--- config.mk ---
export PLATFORM = sky130hd
export DESIGN_NAME = delimited_column_extractor
export DESIGN_NICKNAME = d
export VERILOG_FILES = /design/src/rtl/dce_pkg.sv /design/src/rtl/delimited_column_extractor.sv /design/src/rtl/dce_cfg_regs.sv /design/src/rtl/dce_line_parser.sv
export SDC_FILE = /design/constraint.sdc
export NUM_CORES = 1
export LEC_CHECK = 0
export BUFFER_PORTS_ARGS = -buffer_cell sky130_fd_sc_hd__buf_2
export CORE_MARGIN = 1.5
export CORE_UTILIZATION = 60
export CTS_BUF_LIST = sky130_fd_sc_hd__clkbuf_8
export CTS_CLUSTER_DIAMETER = 150
export DETAILED_ROUTE_END_ITERATION = 10
export GPL_ROUTABILITY_DRIVEN = 0
export PLACE_DENSITY = 0.92
export SETUP_SLACK_MARGIN = 0.15
export SYNTH_ARGS = -nofsm -noshare
export SYNTH_HDL_FRONTEND = slang
export SYNTH_SLANG_ARGS = --single-unit
--- constraint.sdc ---
create_clock -name clk -period 7.9 [get_ports clk]
set_clock_uncertainty 0.05 [all_clocks]
set_input_delay 0.395 -clock clk [delete_from_list [all_inputs] [get_ports clk]]
set_output_delay 0.395 -clock clk [all_outputs]
set_load 0.005 [all_outputs]
--- src/rtl/dce_pkg.sv ---
// Package for the delimited column extractor: item types, register map and constants.
package dce_pkg;

  localparam int MAX_COLUMN_BYTES = 4096;
  localparam int FLD_W            = $clog2(MAX_COLUMN_BYTES);
  localparam logic [FLD_W-1:0] FLD_LAST = FLD_W'(MAX_COLUMN_BYTES - 1);

  localparam logic [7:0]  QUOTE_BYTE = 8'h22;
  localparam logic [7:0]  TAB_BYTE   = 8'h09;
  localparam logic [15:0] DELIM_MAX  = 16'hFFFF;

  localparam int ADDR_W = 3;
  localparam logic REG_DELIMITER = 1'b0;
  localparam logic REG_COLUMN    = 1'b1;

  localparam logic [1:0] ST_OK       = 2'd0;
  localparam logic [1:0] ST_ABSENT   = 2'd1;
  localparam logic [1:0] ST_OVERFLOW = 2'd2;

  typedef struct packed {
    logic [7:0] in_byte;
    logic       line_end;
  } in_item_t;

  typedef struct packed {
    logic [7:0] out_byte;
    logic       byte_valid;
    logic       line_done;
    logic [1:0] status;
  } out_item_t;

  typedef struct packed {
    logic [7:0]  delimiter;
    logic [15:0] column_number;
  } cfg_t;

endpackage

--- src/rtl/delimited_column_extractor.sv ---
// Top level of the delimited column extractor: input register, parser, result register.
//
//   channel | direction | handshake            | payload
//   in_     | in        | in_valid / in_ready  | in_item  (in_byte, line_end)
//   out_    | out       | out_valid / out_ready| out_item (out_byte, byte_valid, line_done, status)
//   cfg     | in/out    | APB psel/penable     | delimiter @0x0, column_number @0x4
//
// One item per clock sustained unless a result waits on a stalled result register.
// The parse state updates as an item leaves the input register, so throughput is set by
// that one stage. Items with no result leave even while the result register is stalled.
// Synchronous reset clears the line state, both valid flags and loads delimiter tab, column 1.
module delimited_column_extractor (
  input  logic                       clk,
  input  logic                       rst_n,
  input  logic                       in_valid,
  output logic                       in_ready,
  input  dce_pkg::in_item_t          in_item,
  output logic                       out_valid,
  input  logic                       out_ready,
  output dce_pkg::out_item_t         out_item,
  input  logic                       psel,
  input  logic                       penable,
  input  logic                       pwrite,
  input  logic [dce_pkg::ADDR_W-1:0] paddr,
  input  logic [31:0]                pwdata,
  output logic [31:0]                prdata,
  output logic                       pready
);
  import dce_pkg::*;

  cfg_t      cfg;
  logic      ib_vld_r;
  in_item_t  ib_item_r;
  logic      ob_vld_r;
  out_item_t ob_item_r;
  out_item_t res;
  logic      has_res;
  logic      adv;

  dce_cfg_regs u_cfg (
    .clk     (clk),
    .rst_n   (rst_n),
    .psel    (psel),
    .penable (penable),
    .pwrite  (pwrite),
    .paddr   (paddr),
    .pwdata  (pwdata),
    .prdata  (prdata),
    .pready  (pready),
    .cfg     (cfg)
  );

  dce_line_parser u_parser (
    .clk     (clk),
    .rst_n   (rst_n),
    .cfg     (cfg),
    .item    (ib_item_r),
    .fire    (adv),
    .res     (res),
    .has_res (has_res)
  );

  assign adv       = ib_vld_r && (!has_res || !ob_vld_r || out_ready);
  assign in_ready  = !ib_vld_r || adv;
  assign out_valid = ob_vld_r;
  assign out_item  = ob_item_r;

  always_ff @(posedge clk) begin
    if (!rst_n) begin
      ib_vld_r <= 1'b0;
    end else if (in_ready) begin
      ib_vld_r <= in_valid;
    end
  end

  always_ff @(posedge clk) begin
    if (in_ready && in_valid)
      ib_item_r <= in_item;
  end

  always_ff @(posedge clk) begin
    if (!rst_n) begin
      ob_vld_r <= 1'b0;
    end else if (adv && has_res) begin
      ob_vld_r <= 1'b1;
    end else if (out_ready) begin
      ob_vld_r <= 1'b0;
    end
  end

  always_ff @(posedge clk) begin
    if (adv && has_res)
      ob_item_r <= res;
  end

endmodule

--- src/rtl/dce_cfg_regs.sv ---
// APB register file holding the delimiter and the column number.
module dce_cfg_regs (
  input  logic                       clk,
  input  logic                       rst_n,
  input  logic                       psel,
  input  logic                       penable,
  input  logic                       pwrite,
  input  logic [dce_pkg::ADDR_W-1:0] paddr,
  input  logic [31:0]                pwdata,
  output logic [31:0]                prdata,
  output logic                       pready,
  output dce_pkg::cfg_t              cfg
);
  import dce_pkg::*;

  cfg_t cfg_r;
  logic wr_en;

  assign pready = 1'b1;
  assign wr_en  = psel && penable && pwrite;
  assign cfg    = cfg_r;

  always_ff @(posedge clk) begin
    if (!rst_n) begin
      cfg_r.delimiter     <= TAB_BYTE;
      cfg_r.column_number <= 16'd1;
    end else if (wr_en) begin
      unique case (paddr[2])
        REG_DELIMITER: cfg_r.delimiter     <= pwdata[7:0];
        REG_COLUMN:    cfg_r.column_number <= pwdata[15:0];
        default: ;
      endcase
    end
  end

  always_comb begin
    unique case (paddr[2])
      REG_DELIMITER: prdata = {24'd0, cfg_r.delimiter};
      REG_COLUMN:    prdata = {16'd0, cfg_r.column_number};
      default:       prdata = 32'd0;
    endcase
  end

endmodule

--- src/rtl/dce_line_parser.sv ---
// Per-line parse state and the combinational decision for one item.
module dce_line_parser (
  input  logic               clk,
  input  logic               rst_n,
  input  dce_pkg::cfg_t      cfg,
  input  dce_pkg::in_item_t  item,
  input  logic               fire,
  output dce_pkg::out_item_t res,
  output logic               has_res
);
  import dce_pkg::*;

  logic             in_quotes_r,  in_quotes_nxt;
  logic [15:0]      delims_r,     delims_nxt;
  logic [FLD_W-1:0] fld_len_r,    fld_len_nxt;
  logic             overflow_r,   overflow_nxt;

  logic [15:0] skip;
  logic        is_quote, is_delim, selected, at_limit;
  logic [1:0]  line_status;

  assign skip     = (cfg.column_number == 16'd0) ? 16'd0 : cfg.column_number - 16'd1;
  assign is_quote = item.in_byte == QUOTE_BYTE;
  assign is_delim = item.in_byte == cfg.delimiter;
  assign selected = delims_r == skip;
  assign at_limit = fld_len_r == FLD_LAST;

  // Absent wins over overflow; an empty selected column ending the line is absent unless column_number is 0 or 1
  always_comb begin
    priority if (skip != 16'd0 && (delims_r < skip ||
                 (selected && fld_len_r == '0 && !overflow_r)))
      line_status = ST_ABSENT;
    else if (overflow_r)
      line_status = ST_OVERFLOW;
    else
      line_status = ST_OK;
  end

  always_comb begin
    in_quotes_nxt = in_quotes_r;
    delims_nxt    = delims_r;
    fld_len_nxt   = fld_len_r;
    overflow_nxt  = overflow_r;
    has_res       = 1'b0;
    res           = '0;
    priority if (item.line_end) begin
      has_res        = 1'b1;
      res.line_done  = 1'b1;
      res.status     = line_status;
      in_quotes_nxt  = 1'b0;
      delims_nxt     = '0;
      fld_len_nxt    = '0;
      overflow_nxt   = 1'b0;
    end else if (is_quote) begin
      in_quotes_nxt = !in_quotes_r;
    end else if (is_delim) begin
      if (!in_quotes_r && delims_r != DELIM_MAX)
        delims_nxt = delims_r + 16'd1;
    end else if (selected) begin
      if (at_limit) begin
        overflow_nxt = 1'b1;
      end else begin
        fld_len_nxt    = fld_len_r + FLD_W'(1);
        has_res        = 1'b1;
        res.out_byte   = item.in_byte;
        res.byte_valid = 1'b1;
      end
    end
  end

  always_ff @(posedge clk) begin
    if (!rst_n) begin
      in_quotes_r <= 1'b0;
      delims_r    <= '0;
      fld_len_r   <= '0;
      overflow_r  <= 1'b0;
    end else if (fire) begin
      in_quotes_r <= in_quotes_nxt;
      delims_r    <= delims_nxt;
      fld_len_r   <= fld_len_nxt;
      overflow_r  <= overflow_nxt;
    end
  end

endmodule

* After elaboration in Yosys (flattened, before gate mapping) *
Cells that the tools add are included.

cells by class
  $add $sub $neg = 3
  magnitude comparators = 1
  equality and inequality tests = 8
  mux-type cells = 29
  bitwise logic cells = 3
  reductions and logical operators = 36

operator list
  cell                   number
  $mux 16                5
  $pmux 32 s2            1
  $mux 12                5
  $add 16x1->16 const B  1
  $eq 16x16->1           1
  $logic_not 16->1       1
  $lt 16x16->1           1
  $ne 16x16->1 const B   1
  $reduce_bool 16->1     1
  $sub 16x1->16 const B  1
  $mux 1                 15
  $add 12x1->12 const B  1
  $eq 12x12->1 const B   1
  $logic_not 12->1       1
  $reduce_bool 2->1      6
  $reduce_and 5->1       2
  $logic_and 1x1->1      9
  $eq 8x6->1 const B     1
  $eq 8x8->1             1
  $ne 2x2->1 const B     3
  $reduce_and 2->1       3
  $logic_not 1->1        5
  $reduce_or 5->1        1
  $logic_or 1x1->1       4
  other kinds (6)        9

storage, ports and cells
  flip-flop bits (word level) = 77
  input bits = 51
  output and inout port bits = 47
  logic and storage cells = 95

* Depth between registers and ports, before layout *
Gate-level depths: netlist of run 1.

  depth in word-level cells = 13
  gate-level depth with buffers = 13
  gate-level depth less buffers = 13

* Cells and area by module *
From an unflattened synthesis of run 1, not the netlist that was laid out.

second synthesis, totals
  cells, all modules = 510
  area total of the unflattened synthesis = 4,750.8 um2

modules (own cells, without submodules)
  module                      times used  cells an instance  area each (um2)  seq. area each (um2)
  dce_line_parser             1           342                2,737.6          600.6
  dce_cfg_regs                1           135                1,265.0          480.5
  delimited_column_extractor  1           33                 748.2            670.6

* Worst setup path before layout of run 1 *
No wires, ideal clock.

  path kind = register to register
  start point = register u_cfg.cfg_r, in the netlist u_cfg.cfg[2]
  end point = register ob_item_r, in the netlist out_item[0], enable pin
  data arrival time = 3.611 ns
  required time = 7.463 ns
  setup slack = 3.852 ns
  stages on the path, launching flop included = 13
  path through = dfxtp_1 buf_2 nor4_2 nand3_1 or4_1 xnor2_1 nand2_1 ha_1 nand4_1 nor4_1 o211a_2 nand2_1 a21oi_1

between the ends
  word-level cells in the longest chain between the ends = 12

RTL lines
  what                                                      RTL line                          RTL
  from (decl)                                               dce_cfg_regs.sv:16                cfg_t cfg_r;
  $sub 16x1->16 / $logic_not 16->1 (equally long branches)  dce_line_parser.sv:22             assign skip = (cfg.column_number == 16'd0) ? 16'd0 : cfg.column_number - 16'd1;
  $mux 16 *                                                 dce_line_parser.sv:22
  $eq 16x16->1 *                                            dce_line_parser.sv:25             assign selected = delims_r == skip;
  $mux 1 *                                                  dce_line_parser.sv:59             end else if (selected) begin
  $mux 1 *                                                  dce_line_parser.sv:56             end else if (is_delim) begin
  $mux 1 *                                                  dce_line_parser.sv:54             end else if (is_quote) begin
  $mux 1 *                                                  dce_line_parser.sv:46             priority if (item.line_end) begin
  $logic_not 1->1                                           delimited_column_extractor.sv:63  assign adv = ib_vld_r && (!has_res || !ob_vld_r || out_ready);
  $logic_or 1x1->1 (2 in series)                            delimited_column_extractor.sv:63
  $logic_and 1x1->1                                         delimited_column_extractor.sv:63
  $logic_and 1x1->1 *                                       delimited_column_extractor.sv:92  if (adv && has_res)
  to (signal assigned)                                      delimited_column_extractor.sv:93  ob_item_r <= res;
  to (decl)                                                 delimited_column_extractor.sv:35  out_item_t ob_item_r;

Every way passes the cells marked *; elsewhere a longest branch is shown, timed or not.
A chain may end at the register's enable or synchronous reset.

* Worst setup path after layout of run 1 *
  start point = register u_cfg.cfg_r, in the netlist u_cfg.cfg[2]
  end point = register u_parser.fld_len_r[0]

between the ends
  word-level cells in the longest chain between the ends = 12

RTL lines
  what                                                      RTL line                          RTL
  $sub 16x1->16 / $logic_not 16->1 (equally long branches)  dce_line_parser.sv:22
  $mux 16 *                                                 dce_line_parser.sv:22
  $eq 16x16->1 *                                            dce_line_parser.sv:25
  $mux 1                                                    dce_line_parser.sv:59
  $mux 1                                                    dce_line_parser.sv:56
  $mux 1                                                    dce_line_parser.sv:54
  $mux 1                                                    dce_line_parser.sv:46
  $logic_not 1->1                                           delimited_column_extractor.sv:63
  $logic_or 1x1->1 (2 in series)                            delimited_column_extractor.sv:63
  $logic_and 1x1->1                                         delimited_column_extractor.sv:63
  $reduce_and 5->1 (no source line) *                       -
  to (signal assigned)                                      dce_line_parser.sv:80             fld_len_r <= fld_len_nxt;
  to (decl)                                                 dce_line_parser.sv:15             logic [FLD_W-1:0] fld_len_r, fld_len_nxt;

Marks and branches as above.

==> results of run 1 <==
cell families (layout without fill, tap and decap cells):
logic type	count (synthesis)	count (layout)	synth area share, %
and+or+nand+nor	234	234	26.0
AOI/OAI and AO/OA	135	135	19.4
DFF	77	77	36.5
buffers and inverters	57	95	6.64
adders and majority gates	20	20	5.21
muxes	15	15	3.59
xor gates and xnor gates	14	14	2.55
other	2	17	0.156
state kept, by name, indices dropped and copies added, names as in the netlist:
signal                flops
ib_item_r                 9
ib_vld_r                  1
out_item                 12
out_valid                 1
u_cfg.cfg                24
u_parser.delims_r        16
u_parser.fld_len_r       12
u_parser.in_quotes_r      1
u_parser.overflow_r       1
per-layer routing:
metal / global-route usage, % / up-vias / wire, um
met5: 0 / - / 0
met4: 14.6 / 0 / 429
met3: 6.32 / 46 / 912
met2: 50.2 / 270 / 6080
met1: 34.5 / 2120 / 4860
li1: - / 2113 / -
cell usage after synthesis (6+ instances only):
library cell	n	area share (%)
and2_1	24	3.1
or3_1	6	0.78
o211ai_1	12	1.9
buf_4	17	2.7
and3_1	8	1.0
o31ai_1	7	1.1
mux2_2	8	1.9
inv_1	16	1.3
nand4_1	23	3.0
nor2_1	21	1.6
nand3_1	21	2.2
xnor2_1	10	1.8
a41oi_1	7	1.3
a21oi_1	22	2.3
nor4_1	8	1.0
ha_1	20	5.2
edfxtp_1	21	13
mux2i_1	6	1.3
nand2_1	81	6.3
clkbuf_1	16	1.3
dfxtp_1	56	23
a21boi_0	25	3.9
o21ai_0	28	2.9
report_power, final:
part           switching, W  internal (W)
clock network      0.000175      0.000154
registers         0.0000110      0.000417
logic             0.0000740     0.0000436
layout make-up:
class	count	area share, %
Multi-Input combinational cell	435	53.0
Sequential cell	77	33.3
Timing Repair Buffer	62	5.90
Tap cell	102	2.43
Clock buffer	9	2.36
Clock inverter	7	1.76
Inverter	17	1.21
through the flow:
| stage | total power (W) | area [sq um] |
|---|---|---|
| after floorplan | 0.000519 | 4860 |
| after global placement | 0.000543 | 5040 |
| after detailed placement | 0.000550 | 5040 |
| after CTS | 0.000866 | 5260 |
| after global routing | 0.000900 | 5260 |
| final | 0.000875 | 5260 |
worst max path at each step:
stage / startpoint / end / slack, ns / cells past startpoint
detailed placement: u_cfg.cfg[2]$_SDFFE_PN0P_ / u_parser.fld_len_r[0]$_SDFFE_PN0P_ / 2.87 / 12
floorplan: u_cfg.cfg[2]$_SDFFE_PN0P_ / out_item[0]$_SDFFCE_PN0P_ / 3.85 / 12
CTS: u_cfg.cfg[2]$_SDFFE_PN0P_ / u_parser.fld_len_r[0]$_SDFFE_PN0P_ / 2.79 / 12
global route: u_cfg.cfg[2]$_SDFFE_PN0P_ / u_parser.fld_len_r[0]$_SDFFE_PN0P_ / 2.38 / 12
global placement: u_cfg.cfg[2]$_SDFFE_PN0P_ / out_item[11]$_SDFFCE_PP0P_ / 3.21 / 11
finish: u_cfg.cfg[2]$_SDFFE_PN0P_ / u_parser.fld_len_r[0]$_SDFFE_PN0P_ / 2.69 / 11
critical path: cells and delay by family, from the launching register on:
family                   cells  cell delay, ns
AND/OR/NAND/NOR              6            2.21
AO/OA/AOI/OAI                3            1.75
flip-flops                   1            0.43
multiplexers                 1            0.38
adder cells (fa/ha/maj)      1            0.20
==> out/metrics.cfg, run 1 <==
[status]
status=complete, no violations

[timing]
tightestPinTransition_ns=1.27
fin_crit_sh_pct=66.0
hold_ws_ns=0.133
hold_viol=0
period_minus_slack_ns=5.21
rsz0062_at_grt=false
slew_violations=0
setup_ws_ns=2.69
tns_ns=0
max_slew_margin_pct=15.3
setup_violations=0
fmax_mhz=192

[final_layout]
stdcell_count=709
mostFrequentLayoutCells=nand2_1 (81), buf_2 (62), dfxtp_1 (56)
drive_above_1_share_pct=16.5
multi_input_area_sq_um=2790
fin_nets=673
area_delta_synth_final_pct=9.48
fin_util_pct=68.1
final-seq-area_sq_um=1750
final_common_cell=nand2_1
insertedDiodeCount=0
fill_cells=552

[routing]
drt-pass1-iter-count=6
post_drt_wl_per_cell_um=17.3
ant_nets=0
vias=4549
drc=0
initialDrtViolationCount=440
wl_um=12300
viasPerCell=6.42

[synth]
synth-edff-count=21
synth.cell_area_sq_um=4800
ys_warn_count=0
synth-seq-cells=77
ys_seq_area_share_pct=36.5
synth_top_flop_cell=dfxtp_1
synth.distinct_cells=65
avgSynthCellArea_sq_um=8.67
synthesis.instances=554
synthArstFlopShare_pct=0

[global_routing]
grt_overflow=0
grt_pass1_vias=4231
grt_antenna_before_repair=0
track_usage_pct=29.3
grt_pass1_wl_um=19900
grt_max_degree=48

[clocking]
clock_latency_ns=0.38
cts_hold_buf=0
cts.sinks=77
cts_setup_buffers=0
clk_pin_slew_ns=0.09
cts_tree=built
numCtsBuffers=9
cts_root_buf=clkbuf_8
cts_buffer_depth=2
h-tree-depth=3
cts_resized=0

[die]
die_w_um=92.5
core_area_sq_um=7730
die_area_sq_um=8550
rows=32
start_util_pct=62.2
die_y_um=92.5
io_pins=98

[place]
place_hpwl_um=8960
portBuffers=62
post-place-ws_ns=2.87
dp.cells=693

[setup_path]
cp.arrival_ns=5.37
rrSetupSlack_ns=2.69
worstPathCellList=nor4_2 -> nand3_1 -> nor4_1 -> mux2i_1 -> ha_1 -> nand4_1 -> nor4_1 -> o211a_2 -> nand2_1 -> a21oi_1 -> o21ai_0
r2r_start=u_cfg.cfg[2]$_SDFFE_PN0P_
crit_slowest_cell=a21oi_1
crit_top_cell=nor4_1
crit_path_end_kind=register
crit_type=reg2reg
worstReg2RegEnd=u_parser.fld_len_r[0]$_SDFFE_PN0P_
crit_path_max_incr_delay_ns=1.03
startpoint_type=register
crit_fanout=14
rr_worst_depth=11
crit_required_ns=8.06

[power_and_ir_drop]
power_leakage_nw=2.06
ir_worst_vdd_uv=136
power_density_nw_per_um2=166

[min_path]
holdCritStartpoint=in_item[8]
hold_depth=1
hold_path.class=in2reg
hold-path-endpoint=ib_item_r[8]$_DFFE_PP_

[flow_run]
maxCapViolations=0

Power figures use the tool's default switching activity.
==> run 2: changes to the inputs <==
ABC_AREA = 1   (was not set)
CORE_UTILIZATION = 58   (was 60)
PLACE_DENSITY = 0.89   (was 0.92)
clock period = 5.21 ns   (was 7.9 ns; I/O delays follow)
==> out/metrics.cfg, run 2 <==
[synth]
ys_warn_count=0
ys_seq_area_share_pct=35.2
synth-edff-count=21
synthArstFlopShare_pct=0
avgSynthCellArea_sq_um=6.76
yosys.area.top_type=dfxtp_1
synth.distinct_cells=37
synth_top_area_share_pct=22.6
synth.cell_area_sq_um=4970
synthTopCellsByArea=dfxtp_1 (23%), nand2_1 (14%), edfxtp_1 (13%), nor2_1 (7.8%), inv_1 (6.4%)
synth-seq-cells=77
ys_top_cells_by_count=nand2_1 (184), nor2_1 (103), inv_1 (85), dfxtp_1 (56), a21oi_1 (55)
synth_most_common_cell=nand2_1
synth_top_flop_cell=dfxtp_1
synthesis.instances=735

[timing]
rsz0062_at_grt=false
fmax_mhz=261
max_slew_margin_pct=38.5
fin_crit_sh_pct=73.4
tightestPinTransition_ns=0.921
hold_viol=0
slew_violations=0
setup_violations=0
tns_ns=0
period_minus_slack_ns=3.82

[power_and_ir_drop]
power_leakage_nw=2.67
clockPowerShare_pct=34.2
ir_worst_vdd_uv=118
power_frac_seq_pct=49.3
netSwitchingFraction_pct=30.6
intPower_w=0.000943
power_switching_w=0.000416
p_comb_share_pct=16.5
power_density_nw_per_um2=250

[final_layout]
largest_reg_flops=24
fill_cells=723
stdcell_count=894
drive_above_1_share_pct=13.8
fin_nets=855
multi_input_area_sq_um=2700
insertedDiodeCount=0
final-seq-area_sq_um=1750
mostFrequentLayoutCells=nand2_1 (184), nor2_1 (103), inv_1 (86)
final_common_cell=nand2_1
area_delta_synth_final_pct=9.26

[global_routing]
track_usage_pct=27.1
use_met1_pct=31.0
grt-busiest-layer=met2
grt_pass1_wl_um=19500
met2_usage_pct=46.8
grt_pass1_vias=4591
grt_antenna_before_repair=0
grt_overflow=0
met3_usage_pct=7.10
grt_max_degree=46

[routing]
initialDrtViolationCount=346
viasPerCell=5.54
post_drt_wl_per_cell_um=13.2
drc=0
vias=4957
ant_nets=0
wl_um=11800
drt-pass1-iter-count=5

[flow_run]
maxCapViolations=0

[clocking]
cts.sinks=77
cts_buffer_depth=2
cts_tree=built
numCtsBuffers=9
cts_root_buf=clkbuf_8
clk_pin_slew_ns=0.08
cts_resized=0
clock_latency_ns=0.36
h-tree-depth=3

[die]
die_y_um=95.6
start_util_pct=60.2
die_area_sq_um=9130
die_w_um=95.6
io_pins=98
rows=33
core_area_sq_um=8260

[place]
place_hpwl_um=8530
portBuffers=62
dp.cells=877

[setup_path]
startpoint_type=register
crit_fanout=21
crit_type=reg2reg
crit_path_end_kind=register
crit_required_ns=5.18
cp.arrival_ns=3.79

[min_path]
hold_path.class=in2reg

[status]
status=complete, no violations

run 2: cell count changes after synthesis, moves of 8 or more:
cell	change
nor2_2	+10
a21oi_1	+33
a21boi_0	-25
nand3_1	+19
o211ai_1	-11
nor2_1	+82
nand2_1	+103
o21ai_0	+19
mux2_2	-8
and3_1	-8
inv_1	+69
and2_1	-24
run 2: area by class of cell:
cell class | count | share of cell area, %
Multi-Input combinational cell | 545 | 49.7
Inverter | 88 | 6.08
Clock buffer | 9 | 2.28
Clock inverter | 7 | 1.38
Tap cell | 105 | 2.42
Sequential cell | 77 | 32.3
Timing Repair Buffer | 63 | 5.90
run 2: worst max-delay path, stage by stage (launching register included):
cell and delay (ns):
dfxtp_1 0.36, inv_1 0.13, ha_1 0.28, nand3_4 0.13, nor2_1 0.31, nand2_1 0.09
nand2_1 0.07, nand3_1 0.10, ha_1 0.29, nand2_1 0.06, nor2_2 0.13, nand2_1 0.10
nor2_2 0.21, nand4_1 0.14, nand2_2 0.16, nand3_2 0.37, inv_1 0.51
run 2: stage by stage:
| stage | cell area, sq um | hold WS [ns] | util [%] | setup WS, ns | power, W |
|---|---|---|---|---|---|
| 2_1_floorplan | 5030 | 0.309 | - | 2.19 | 0.000848 |
| 3_3_place_gp | 5220 | 0.389 | 63.2 | 1.58 | 0.000888 |
| 3_5_place_dp | 5220 | 0.389 | 63.2 | 1.42 | 0.000900 |
| 4_1_cts | 5420 | 0.0139 | 65.6 | 1.40 | 0.00136 |
| 5_1_grt | 5430 | 0.00149 | 65.8 | 1.04 | 0.00142 |
| 6_report | 5430 | 0.0183 | 65.8 | 1.39 | 0.00136 |
run 2: kinds of logic after synthesis:
logic type	share of synthesized area (%)
AOI/OAI and AO/OA	12.0
xor gates and xnor gates	1.41
adders and majority gates	5.04
buffers and inverters	11.6
DFF	35.2
other	0.151
and+or+nand+nor	34.6
run 2: final timing paths:
path	cells after the start	startpoint	slack, ns	end
worst max-delay path	16	u_cfg.cfg[0]$_SDFFE_PN1P_	1.39	out_item[4]$_SDFFCE_PP0P_
worst min-delay path	1	in_item[5]	0.02	ib_item_r[5]$_DFFE_PP_
worst max register to register	16	u_cfg.cfg[0]$_SDFFE_PN1P_	1.39	out_item[4]$_SDFFCE_PP0P_
worst min register to register	2	u_parser.overflow_r$_SDFFE_PN0P_	0.43	u_parser.overflow_r$_SDFFE_PN0P_
run 2: layer usage:
| metal | vias to the layer above | wire [um] |
|---|---|---|
| met5 | - | 0 |
| met4 | 0 | 320 |
| met3 | 40 | 836 |
| met2 | 214 | 5730 |
| met1 | 2266 | 4870 |
| li1 | 2437 | - |
run 2: repair_timing:
item | CTS | global route
buffers inserted | 0 | 0
hold endpoints to repair | 0 | 1
hold buffers | 0 | 1
run 2: power by group through the flow:
stage	Sequential (W)	Clock (W)	Combinational, W
2_1_floorplan	0.000670	0	0.000178
3_3_place_gp	0.000680	0	0.000208
3_5_place_dp	0.000681	0	0.000219
4_1_cts	0.000668	0.000468	0.000221
5_1_grt	0.000672	0.000495	0.000257
6_report	0.000669	0.000465	0.000224
